[config.mk]
export PLATFORM = sky130hd
export DESIGN_NAME = lfsr_random_permutation_top
export DESIGN_NICKNAME = d
export VERILOG_FILES = /design/src/sv/lrp_pkg.sv /design/src/sv/lfsr_random_permutation_top.sv /design/src/sv/lrp_front.sv /design/src/sv/lrp_mod.sv /design/src/sv/lrp_back.sv
export SDC_FILE = /design/constraint.sdc
export NUM_CORES = 1
export LEC_CHECK = 0
export ABC_AREA = 1
export BUFFER_PORTS_ARGS = -buffer_cell sky130_fd_sc_hd__buf_2
export CORE_MARGIN = 10
export CORE_UTILIZATION = 65
export DETAILED_ROUTE_END_ITERATION = 10
export HOLD_SLACK_MARGIN = 0.12
export MAX_ROUTING_LAYER = met4
export PLACE_DENSITY = 0.93
export SKIP_LAST_GASP = 1
export SLEW_MARGIN = 20
export SYNTH_ARGS = -nofsm -noshare
export SYNTH_HDL_FRONTEND = slang
export SYNTH_SLANG_ARGS = --single-unit
[constraint.sdc]
create_clock -name clk -period 3.47 [get_ports clk]
set_clock_uncertainty 0.15 [all_clocks]
set_input_delay 0.1735 -clock clk [delete_from_list [all_inputs] [get_ports clk]]
set_output_delay 0.1735 -clock clk [all_outputs]
set_load 0.02 [all_outputs]
[src/sv/lrp_pkg.sv]
// ----------------------------------------------------------------------------
// lrp_pkg
// Shared types and constants for the LFSR random permutation generator.
// ----------------------------------------------------------------------------
package lrp_pkg;

  localparam int IDX_W     = 4;   // position / shuffle index width
  localparam int VAL_W     = 4;   // element value width
  localparam int LFSR_W    = 16;
  localparam int DIVR_W    = 5;   // divisor i+1 reaches 16
  localparam int DIV_CNT_W = 4;   // counts LFSR_W dividend bits
  localparam int QDEPTH    = 2;   // request tokens held between front and back
  localparam int QCNT_W    = 2;

  localparam logic [LFSR_W-1:0] LFSR_TAPS  = 16'hB400;
  localparam logic [LFSR_W-1:0] SEED_RESET = 16'hACE1;

  typedef enum logic [3:0] {
    ST_IDLE,
    ST_FILL,
    ST_STEP,
    ST_DIV,
    ST_RD,
    ST_SWAP_I,
    ST_SWAP_J,
    ST_EMIT_RD,
    ST_EMIT_OUT
  } back_st_t;

  typedef struct packed {
    logic                start;
    logic [LFSR_W-1:0]   dividend;
    logic [DIVR_W-1:0]   divisor;
  } div_req_t;

  typedef struct packed {
    logic                done;
    logic [IDX_W-1:0]    remainder;
  } div_rsp_t;

endpackage

[src/sv/lfsr_random_permutation_top.sv]
// ----------------------------------------------------------------------------
// lfsr_random_permutation_top
// Random permutation generator: Fisher-Yates shuffle on a 16-bit Galois LFSR.
// ----------------------------------------------------------------------------
// Each request beat with request high yields PERM_SIZE result beats holding
// the values 1..PERM_SIZE in shuffled order, position 0 first, with
// last_element set on the final one; a beat with request low is taken and
// dropped. Up to two requests queue ahead of the shuffle engine. Each request
// leaves the queue, fills the work store, runs PERM_SIZE-1 swaps and then
// emits its elements; the swap time is set by the remainder unit, which
// retires one dividend bit per cycle. Writing cfg_seed_value reloads the LFSR
// at once; the generator otherwise carries its state from one request to the
// next.
module lfsr_random_permutation_top #(
  parameter int PERM_SIZE = 9
) (
  input  logic                        clk,
  input  logic                        rst_n,
  input  logic                        cfg_wr_en,
  input  logic [lrp_pkg::LFSR_W-1:0]  cfg_seed_value,
  input  logic                        in_valid,
  output logic                        in_stall,
  input  logic                        in_request,
  output logic                        out_valid,
  input  logic                        out_stall,
  output logic [lrp_pkg::IDX_W-1:0]   out_position,
  output logic [lrp_pkg::VAL_W-1:0]   out_element_value,
  output logic                        out_last_element
);
  import lrp_pkg::*;

  logic     tok_avail;
  logic     tok_pop;
  div_req_t div_req;
  div_rsp_t div_rsp;

  lrp_front u_front (
    .clk        (clk),
    .rst_n      (rst_n),
    .in_valid   (in_valid),
    .in_stall   (in_stall),
    .in_request (in_request),
    .tok_avail  (tok_avail),
    .tok_pop    (tok_pop)
  );

  lrp_mod u_mod (
    .clk     (clk),
    .rst_n   (rst_n),
    .div_req (div_req),
    .div_rsp (div_rsp)
  );

  lrp_back #(
    .PERM_SIZE (PERM_SIZE)
  ) u_back (
    .clk               (clk),
    .rst_n             (rst_n),
    .cfg_wr_en         (cfg_wr_en),
    .cfg_seed_value    (cfg_seed_value),
    .tok_avail         (tok_avail),
    .tok_pop           (tok_pop),
    .div_req           (div_req),
    .div_rsp           (div_rsp),
    .out_valid         (out_valid),
    .out_stall         (out_stall),
    .out_position      (out_position),
    .out_element_value (out_element_value),
    .out_last_element  (out_last_element)
  );

  a_last_pos: assert property (@(posedge clk) disable iff (!rst_n)
    out_valid && out_last_element |-> out_position == IDX_W'(PERM_SIZE - 1))
    else $error("last element flagged at wrong position");

  a_pop_avail: assert property (@(posedge clk) disable iff (!rst_n)
    tok_pop |-> tok_avail)
    else $error("token popped from empty queue");

  a_rem_range: assert property (@(posedge clk) disable iff (!rst_n)
    div_rsp.done |-> DIVR_W'(div_rsp.remainder) < DIVR_W'(PERM_SIZE))
    else $error("swap index out of range");

  a_start_gap: assert property (@(posedge clk) disable iff (!rst_n)
    div_req.start |=> !div_req.start)
    else $error("remainder unit restarted while busy");

endmodule

[src/sv/lrp_front.sv]
// ----------------------------------------------------------------------------
// lrp_front
// Input side: accepts request beats and queues one token per nonzero request.
// ----------------------------------------------------------------------------
module lrp_front (
  input  logic clk,
  input  logic rst_n,
  input  logic in_valid,
  output logic in_stall,
  input  logic in_request,
  output logic tok_avail,
  input  logic tok_pop
);
  import lrp_pkg::*;

  logic [QCNT_W-1:0] cnt_r, cnt_nxt;
  logic              push;

  assign in_stall  = (cnt_r == QCNT_W'(QDEPTH));
  assign tok_avail = (cnt_r != '0);
  // drop beats whose request bit is low
  assign push      = in_valid && !in_stall && in_request;

  always_comb begin
    cnt_nxt = cnt_r;
    if (push && !tok_pop) begin
      cnt_nxt = cnt_r + QCNT_W'(1);
    end else if (!push && tok_pop) begin
      cnt_nxt = cnt_r - QCNT_W'(1);
    end
  end

  always_ff @(posedge clk) begin
    if (!rst_n) begin
      cnt_r <= '0;
    end else begin
      cnt_r <= cnt_nxt;
    end
  end

endmodule

[src/sv/lrp_mod.sv]
// ----------------------------------------------------------------------------
// lrp_mod
// Restoring remainder unit: one dividend bit per cycle, remainder only.
// ----------------------------------------------------------------------------
module lrp_mod (
  input  logic              clk,
  input  logic              rst_n,
  input  lrp_pkg::div_req_t div_req,
  output lrp_pkg::div_rsp_t div_rsp
);
  import lrp_pkg::*;

  logic                 busy_r;
  logic                 done_r;
  logic [DIV_CNT_W-1:0] cnt_r;
  logic [LFSR_W-1:0]    dvd_r;
  logic [DIVR_W-1:0]    dsr_r;
  logic [IDX_W-1:0]     rem_r;
  logic [DIVR_W-1:0]    trial;
  logic [IDX_W-1:0]     rem_nxt;

  always_comb begin
    trial = {rem_r, dvd_r[LFSR_W-1]};
    if (trial >= dsr_r) begin
      rem_nxt = IDX_W'(trial - dsr_r);
    end else begin
      rem_nxt = IDX_W'(trial);
    end
  end

  always_ff @(posedge clk) begin
    if (!rst_n) begin
      busy_r <= 1'b0;
      done_r <= 1'b0;
    end else begin
      done_r <= 1'b0;
      if (div_req.start) begin
        busy_r <= 1'b1;
      end else if (busy_r && cnt_r == '0) begin
        busy_r <= 1'b0;
        done_r <= 1'b1;
      end
    end
  end

  always_ff @(posedge clk) begin
    if (div_req.start) begin
      cnt_r <= '1;
      dvd_r <= div_req.dividend;
      dsr_r <= div_req.divisor;
      rem_r <= '0;
    end else if (busy_r) begin
      cnt_r <= cnt_r - DIV_CNT_W'(1);
      dvd_r <= {dvd_r[LFSR_W-2:0], 1'b0};
      rem_r <= rem_nxt;
    end
  end

  assign div_rsp.done      = done_r;
  assign div_rsp.remainder = rem_r;

endmodule

[src/sv/lrp_back.sv]
// ----------------------------------------------------------------------------
// lrp_back
// Shuffle engine: fills the work store, runs the Fisher-Yates swaps with the
// LFSR and the remainder unit, then streams the permutation out.
// ----------------------------------------------------------------------------
module lrp_back #(
  parameter int PERM_SIZE = 9
) (
  input  logic                          clk,
  input  logic                          rst_n,
  input  logic                          cfg_wr_en,
  input  logic [lrp_pkg::LFSR_W-1:0]    cfg_seed_value,
  input  logic                          tok_avail,
  output logic                          tok_pop,
  output lrp_pkg::div_req_t             div_req,
  input  lrp_pkg::div_rsp_t             div_rsp,
  output logic                          out_valid,
  input  logic                          out_stall,
  output logic [lrp_pkg::IDX_W-1:0]     out_position,
  output logic [lrp_pkg::VAL_W-1:0]     out_element_value,
  output logic                          out_last_element
);
  import lrp_pkg::*;

  localparam int ADDR_W = (PERM_SIZE > 1) ? $clog2(PERM_SIZE) : 1;
  localparam logic [IDX_W-1:0] LAST_IDX = IDX_W'(PERM_SIZE - 1);

  back_st_t          st_r, st_nxt;
  logic [IDX_W-1:0]  cnt_r;     // fill / emit position
  logic [IDX_W-1:0]  shuf_r;    // shuffle index i
  logic [IDX_W-1:0]  j_r;
  logic [LFSR_W-1:0] lfsr_r;
  logic [LFSR_W-1:0] lfsr_nxt;

  logic [VAL_W-1:0]  mem [PERM_SIZE];
  logic [VAL_W-1:0]  rd_a_r, rd_b_r;

  logic              mem_we;
  logic [ADDR_W-1:0] mem_waddr;
  logic [VAL_W-1:0]  mem_wdata;
  logic              rd_en;
  logic [ADDR_W-1:0] rd_addr_a, rd_addr_b;
  logic              out_load;

  logic              out_valid_r;
  logic [IDX_W-1:0]  out_pos_r;
  logic [VAL_W-1:0]  out_val_r;
  logic              out_last_r;

  assign lfsr_nxt = (lfsr_r >> 1) ^ (lfsr_r[0] ? LFSR_TAPS : '0);

  // next state
  always_comb begin
    st_nxt = st_r;
    unique case (st_r)
      ST_IDLE:     if (tok_avail) st_nxt = ST_FILL;
      ST_FILL:     if (cnt_r == LAST_IDX) st_nxt = ST_STEP;
      ST_STEP:     st_nxt = ST_DIV;
      ST_DIV:      if (div_rsp.done) st_nxt = ST_RD;
      ST_RD:       st_nxt = ST_SWAP_I;
      ST_SWAP_I:   st_nxt = ST_SWAP_J;
      ST_SWAP_J:   st_nxt = (shuf_r == IDX_W'(1)) ? ST_EMIT_RD : ST_STEP;
      ST_EMIT_RD:  st_nxt = ST_EMIT_OUT;
      ST_EMIT_OUT: begin
        if (out_load) begin
          st_nxt = (cnt_r == LAST_IDX) ? ST_IDLE : ST_EMIT_RD;
        end
      end
      default:     st_nxt = ST_IDLE;
    endcase
  end

  // outputs of the sequencer
  always_comb begin
    tok_pop          = 1'b0;
    mem_we           = 1'b0;
    mem_waddr        = cnt_r[ADDR_W-1:0];
    mem_wdata        = VAL_W'(cnt_r + IDX_W'(1));
    rd_en            = 1'b0;
    rd_addr_a        = shuf_r[ADDR_W-1:0];
    rd_addr_b        = j_r[ADDR_W-1:0];
    div_req.start    = 1'b0;
    div_req.dividend = lfsr_nxt;
    div_req.divisor  = DIVR_W'(shuf_r) + DIVR_W'(1);
    out_load         = 1'b0;
    unique case (st_r)
      ST_IDLE:     tok_pop = tok_avail;
      ST_FILL:     mem_we = 1'b1;
      ST_STEP:     div_req.start = 1'b1;
      ST_DIV:      ;
      ST_RD:       rd_en = 1'b1;
      ST_SWAP_I: begin
        mem_we    = 1'b1;
        mem_waddr = shuf_r[ADDR_W-1:0];
        mem_wdata = rd_b_r;
      end
      ST_SWAP_J: begin
        mem_we    = 1'b1;
        mem_waddr = j_r[ADDR_W-1:0];
        mem_wdata = rd_a_r;
      end
      ST_EMIT_RD: begin
        rd_en     = 1'b1;
        rd_addr_a = cnt_r[ADDR_W-1:0];
      end
      ST_EMIT_OUT: out_load = !out_valid_r || !out_stall;
      default:     ;
    endcase
  end

  always_ff @(posedge clk) begin
    if (mem_we) begin
      mem[mem_waddr] <= mem_wdata;
    end
    if (rd_en) begin
      rd_a_r <= mem[rd_addr_a];
      rd_b_r <= mem[rd_addr_b];
    end
  end

  always_ff @(posedge clk) begin
    if (!rst_n) begin
      st_r        <= ST_IDLE;
      cnt_r       <= '0;
      shuf_r      <= '0;
      lfsr_r      <= SEED_RESET;
      out_valid_r <= 1'b0;
    end else begin
      st_r <= st_nxt;
      if (cfg_wr_en) begin
        lfsr_r <= cfg_seed_value;
      end else if (st_r == ST_STEP) begin
        lfsr_r <= lfsr_nxt;
      end
      unique case (st_r)
        ST_IDLE:     cnt_r <= '0;
        ST_FILL: begin
          if (cnt_r == LAST_IDX) begin
            cnt_r  <= '0;
            shuf_r <= LAST_IDX;
          end else begin
            cnt_r <= cnt_r + IDX_W'(1);
          end
        end
        ST_SWAP_J: begin
          if (shuf_r != IDX_W'(1)) begin
            shuf_r <= shuf_r - IDX_W'(1);
          end
        end
        ST_EMIT_OUT: if (out_load) cnt_r <= cnt_r + IDX_W'(1);
        default:     ;
      endcase
      if (out_load) begin
        out_valid_r <= 1'b1;
      end else if (!out_stall) begin
        out_valid_r <= 1'b0;
      end
    end
  end

  always_ff @(posedge clk) begin
    if (st_r == ST_DIV && div_rsp.done) begin
      j_r <= div_rsp.remainder;
    end
    if (out_load) begin
      out_pos_r  <= cnt_r;
      out_val_r  <= rd_a_r;
      out_last_r <= (cnt_r == LAST_IDX);
    end
  end

  assign out_valid         = out_valid_r;
  assign out_position      = out_pos_r;
  assign out_element_value = out_val_r;
  assign out_last_element  = out_last_r;

endmodule
# Yosys cells after proc, flatten, opt, wreduce, memory -nomap -nowiden

Memories as Yosys holds them, arrays and structs flattened. A register that Yosys moved wholly into a read port is not among the register bits.
Index checks and enable logic that the tools add are counted.

Flip-flop bits (word level): 75
Latch bits: 0
RAM bits: 36
ROM bits: 0
Input bits: 22
Output and inout port bits: 11
Word-level logic and storage cells: 108
Memories: 1

Add/sub/neg operators: 7
Multiply operators: 0
Div/mod/pow operators: 0
Magnitude comparators: 1
Equal/unequal tests: 18
Shifts and indexed selects: 0
Multiplexer cells: 36
Bitwise gates (word level): 2
Reductions and logical operators: 27

Memories:

| name       | depth | bits a word | rd ports | clocked after memory_dff | write ports | line           | text |
|---|---|---|---|---|---|---|---|
| u_back.mem | 9     | 4           | 2        | 2                        | 1           | lrp_back.sv:35 | `logic [VAL_W-1:0] mem [PERM_SIZE];` |

Operators with widths:

| cell                  | count |
|---|---|
| $mux W16              | 5 |
| $mux W4               | 10 |
| $pmux W4 S9           | 1 |
| $pmux W4 S2           | 3 |
| $eq A4 B3 Y1 const B  | 4 |
| $xor A15 B16 Y16      | 1 |
| $mux W1               | 12 |
| $pmux W4 S3           | 1 |
| $reduce_bool A2 Y1    | 6 |
| $ne A2 B1 Y1 const B  | 5 |
| $eq A4 B1 Y1 const B  | 2 |
| $eq A4 B2 Y1 const B  | 2 |
| $eq A4 B4 Y1 const B  | 2 |
| $logic_not A4 Y1      | 2 |
| $sub A4 B1 Y4 const B | 2 |
| $logic_and A1 B1 Y1   | 6 |
| $mux W3               | 2 |
| $add A4 B1 Y5 const B | 1 |
| $ge A5 B5 Y1          | 1 |
| $logic_not A1 Y1      | 5 |
| $add A4 B1 Y4 const B | 1 |
| $mux W2               | 2 |
| $ne A4 B1 Y1 const B  | 1 |
| $reduce_and A4 Y1     | 1 |
| 12 further kinds      | 13 |

# Longest topological paths before layout

Depth after elaboration: 8
Gate-level depth with buffers: 11
Gate-level depth less buffers: 11

# Modules after synthesis

From an unflattened synthesis, not the netlist that was laid out.

Cells, all modules: 695
Area total of the unflattened synthesis: 6060.8 um2

Modules (own cells, without submodules):

| module    | instances | cells an instance | area an instance (um2) |
|---|---|---|---|
| lrp_back  | 1         | 511               | 4428.0 |
| lrp_mod   | 1         | 162               | 1500.2 |
| lrp_front | 1         | 22                | 132.6 |

# Worst setup path before layout

No wires, ideal clock.

Kind: register to register
From: register u_back.st_r[2]
To: memory u_back.mem[4][0] (enable)
Library setup time: 329 ps
Data arrival time: 1378 ps
Setup slack: 1612 ps
Stages on the path, launching flop included: 11
Period minus slack after synthesis: 1858 ps
Cells stage by stage: dfxtp_1 -> inv_2 -> nor2_4 -> nand2_2 -> nand2_4 -> inv_4 -> nand2_2 -> inv_2 -> nor2_4 -> nand2_1 -> nor2_1

Cells in the longest elaborated chain, start to end: 5
Elaborated cells on any way between the ends: 8
Those cells by class: eq/ne: 3; mux: 4; reduce/logical: 1

Ends and longest elaborated chain:

| element                                             | line            | text |
|---|---|---|
| from (decl)                                         | lrp_back.sv:28  | `back_st_t st_r, st_nxt;` |
| from (signal assigned)                              | lrp_back.sv:129 | `st_r <= st_nxt;` |
| $eq A4 B3 Y1 / $eq A4 B1 Y1 (equally long branches) | lrp_back.sv:86  | `unique case (st_r)` |
| $reduce_or A3 Y1 (no source line)                   | n/a             |  |
| $mux W1                                             | lrp_back.sv:86  |  |
| $mux W1                                             | lrp_back.sv:112 | `if (mem_we) begin` |
| $mux W1 (implied by the code)                       | lrp_back.sv:113 | `mem[mem_waddr] <= mem_wdata;` |
| to (decl)                                           | lrp_back.sv:35  |  |

Parallel ways exist; a longest one is shown, timed or not.

# Worst setup path after layout

From: register u_back.st_r[3]
To: register u_back.lfsr_r[15]

Cells in the longest elaborated chain, start to end: 2

Ends and longest elaborated chain:

| element                             | line            | text |
|---|---|---|
| $eq A4 B2 Y1                        | lrp_back.sv:132 | `end else if (st_r == ST_STEP) begin` |
| $reduce_bool A2 Y1 (no source line) | n/a             |  |
| to (signal assigned)                | lrp_back.sv:131 | `lfsr_r <= cfg_seed_value;` |
| to (signal assigned)                | lrp_back.sv:133 | `lfsr_r <= lfsr_nxt;` |
| to (decl)                           | lrp_back.sv:32  | `logic [LFSR_W-1:0] lfsr_r;` |

Every way passes these cells.
A chain may end at the register's enable or synchronous reset.

==> flow_summary_export.csv <==
group,metric,value,unit
status,outcome,"complete, but fails checks",
status,violations,"design-rule violations",
worst_setup_path,crit_path_end,"u_back.lfsr_r[15]",
timing,setup_violations,0,
die,rows,34,
power,p_per_area,677,nW/um2
worst_setup_path,rrSetupSlack,0.70,ns
synthesis,yosysSeqAreaShare,54.0,%
synthesis,synth_seq_cells,119,
timing,setup_slack,0.703,ns
min_path,hp-class,"in -> reg",
final_layout,layout-drive-gt1-share,12.2,%
timing,tns,0,ns
synthesis,syn_avg_cell_area,8.77,um2
final_layout,nNetsFinal,779,
run,maxCapViolations,0,
clock_tree,ctsHtreeMaxLevel,4,
timing,hold_viol_final,0,
power,p_clk_share,34.7,%
power,swShare,34.8,%
die,core_area,8760,um2
power,peakVddDrop,0.558,mV
final_layout,area_delta_synth_final,20.4,%
timing,fin_crit,2.77,ns
timing,min_period_over_period,79.8,%
timing,tightest_slew,1.00,ns
worst_setup_path,crit_arrival,3.09,ns
worst_setup_path,crit_required,3.79,ns
synthesis,syn-num-nets,704,
die,dieArea,13200,um2
detailed_routing,firstDrtPassIters,11,
global_routing,antenna_found_initial,3,
clock_tree,post_cts_resize_count,0,
die,die_width,115,um
clock_tree,clock_latency,0.54,ns
clock_tree,cts_tree,"done",
detailed_routing,drt.antenna.violating_nets,0,
detailed_routing,routed_wl,17.6,mm
power,combPwrFrac,24.3,%
worst_setup_path,reg2reg_to,"u_back.lfsr_r[15]",
worst_setup_path,r2r_cells,9,
detailed_routing,via_count,5488,
synthesis,synth_area,5860,um2
global_routing,gr-total-overflow,0,
worst_setup_path,crit_fanout,32,
worst_setup_path,critPathKind,"reg -> reg",
clock_tree,cts_num_sinks,119,
power,power.leakage,3.01,nW
place,routabilityCongestion,1.10,
final_layout,num-fill-cells,468,
power,p_switching,1.66,mW
worst_setup_path,cp-start-kind,"flop",
global_routing,grt_pass1_wl,27.7,mm
clock_tree,cts_root_buf,"clkbuf_8",
timing,slew_headroom,33.1,%
worst_setup_path,r2r-start,"u_back.st_r[3]",
global_routing,grt_usage,27.5,%
detailed_routing,via_per_inst,6.33,
clock_tree,cts_buffer_depth,2,
worst_setup_path,end_kind,"flop",
place,pre_cts_ws,1.14,ns
synthesis,syn_inst,668,
detailed_routing,wl_per_cell,20.3,um
synthesis,yosysUniqueCellTypes,40,
timing,drv_slew,0,
die,start_util,66.9,%
die,io_pins,33,
global_routing,grt_max_degree,33,
global_routing,grt_pass1_vias,5378,
timing,fmax,0.361,GHz
clock_tree,clk_pin_slew,0.07,ns
place,dp_hpwl,10.2,mm
power,total_power,4.78,mW
power,power_frac_seq,40.9,%
clock_tree,cts_buffers,17,
detailed_routing,drc,2,
final_layout,utilization,80.5,%
detailed_routing,initialDrtViolationCount,592,
timing,rsz0062_at_grt,"false",
worst_setup_path,crit_start,"u_back.st_r[3]",
place,portBuffers,32,
power,p_int,3.11,mW
synthesis,yosysWarningCount,0,
die,die_h,115,um
==> state kept, by name, indices dropped and copies added (netlist names), 5 cells and up <==
signal	count
u_mod.dsr_r	5
u_back.mem	36
u_mod.dvd_r	16
u_back.lfsr_r	16
==> cell families (layout without fill, tap and decap cells) <==
group           count (synthesis)  in the layout  share of synthesized area, %
compound gates                106            106                          10.8
xor+xnor                       10             10                          1.49
fa+ha+maj                      14             14                          3.12
buf+inv                       105            193                          7.32
flops                         119            119                          54.0
other cells                     0              3                             0
simple gates                  314            314                          23.3
==> how the worst min path moves through the flow <==
stage | start | end | slack, ns | cells after the start
2_1_floorplan | rst_n | u_back.cnt_r[0] | 0.16 | 2
3_3_place_gp | cfg_seed_value[0] | u_back.lfsr_r[0] | 0.25 | 3
3_5_place_dp | cfg_seed_value[0] | u_back.lfsr_r[0] | 0.26 | 3
4_1_cts | cfg_wr_en | u_back.lfsr_r[0] | 0.18 | 4
5_1_grt | cfg_wr_en | u_back.lfsr_r[0] | 0.26 | 4
6_report | cfg_wr_en | u_back.lfsr_r[0] | 0.26 | 4
==> power by group through the flow <==
stage	sequential [mW]	clock, mW	combinational, mW
after floorplan	1.92	0	0.773
after global placement	1.95	0	0.939
after detailed placement	1.96	0	0.995
after CTS	1.93	1.62	1.07
after global routing	1.97	1.71	1.27
final	1.96	1.66	1.16
==> placed cells by master, fill, tap and decap left out, types with 2 or more instances in the layout <==
master	count
a21oi_1	41
a22oi_1	4
a31oi_1	9
buf_2	32
buf_4	2
clkbuf_16	17
clkinv_1	2
clkinv_4	4
clkinvlp_4	5
dfxtp_1	41
diode_2	3
dlygate4sd3_1	43
edfxtp_1	78
ha_1	13
inv_1	76
inv_2	5
inv_6	2
inv_8	2
nand2_1	172
nand2_2	5
nand2_4	2
nand3_1	86
nand4_1	3
nor2_1	36
nor2_4	3
nor3_1	2
o211ai_1	11
o21ai_0	29
o21ai_2	3
o21ai_4	2
o22ai_1	2
xnor2_1	4
xor2_1	6
==> cells in the mapped netlist, drive strengths merged <==
cell | instances | share of area [%]
nand2 | 179 | 12
nand3 | 87 | 7.5
inv | 82 | 5.3
edfxtp | 78 | 40
a21oi | 42 | 3.7
dfxtp | 41 | 14
nor2 | 40 | 3.0
o21ai | 35 | 3.6
ha | 13 | 2.8
buf | 12 | 1.3
o211ai | 12 | 1.6
a31oi | 9 | 0.96
clkbuf | 9 | 0.58
xor2 | 6 | 0.90
a22oi | 4 | 0.51
xnor2 | 4 | 0.60
nand4 | 3 | 0.32
nor3 | 3 | 0.34
clkinv | 2 | 0.13
o22ai | 2 | 0.21
fa | 1 | 0.34
nor4 | 1 | 0.11
o21a | 1 | 0.13
o31ai | 1 | 0.13
or2 | 1 | 0.11
==> cell type report <==
| cell class | instances | area (um2) | area share (%) |
|---|---|---|---|
| Sequential cell | 119 | 3160 | 44.8 |
| Antenna cell | 3 | 7.51 | 0.106 |
| Clock inverter | 14 | 118 | 1.67 |
| Clock buffer | 18 | 439 | 6.23 |
| Multi-Input combinational cell | 444 | 2270 | 32.2 |
| Timing Repair Buffer | 77 | 606 | 8.58 |
| Inverter | 84 | 318 | 4.51 |
| Tap cell | 108 | 135 | 1.92 |
==> metal layers <==
metal  up-vias  GRT usage [%]  share of wire [%]
met2       462           44.6                 49
met3       100           6.09                 11
met4         0           14.9                4.9
li1       2402              -                  -
met1      2524           31.1                 36
met5         -              -                  0
==> critical path, stage by stage (launching register included) <==
cell and delay, ns:
dfxtp_1 0.45, nor2_1 0.15, nand2_1 0.12, buf_4 0.26, inv_2 0.08, buf_4 0.26
nor2_4 0.38, nand2_1 0.11, o211ai_1 0.09, dlygate4sd3_1 0.62
==> stage by stage <==
step | std cells | area (um2) | hold WS (ns)
2_1_floorplan | 668 | 5860 | 0.162
3_3_place_gp | 789 | 6060 | 0.253
3_5_place_dp | 789 | 6060 | 0.256
4_1_cts | 864 | 7050 | 0.177
5_1_grt | 867 | 7050 | 0.256
6_report | 867 | 7050 | 0.262
==> timing repair <==
action                                 4_1_cts  5_1_grt
setup buffers                                0        0
endpoints found under the hold margin       35        0
hold buffers                                43        0
Note: power is estimated with default switching activity, not from simulation.
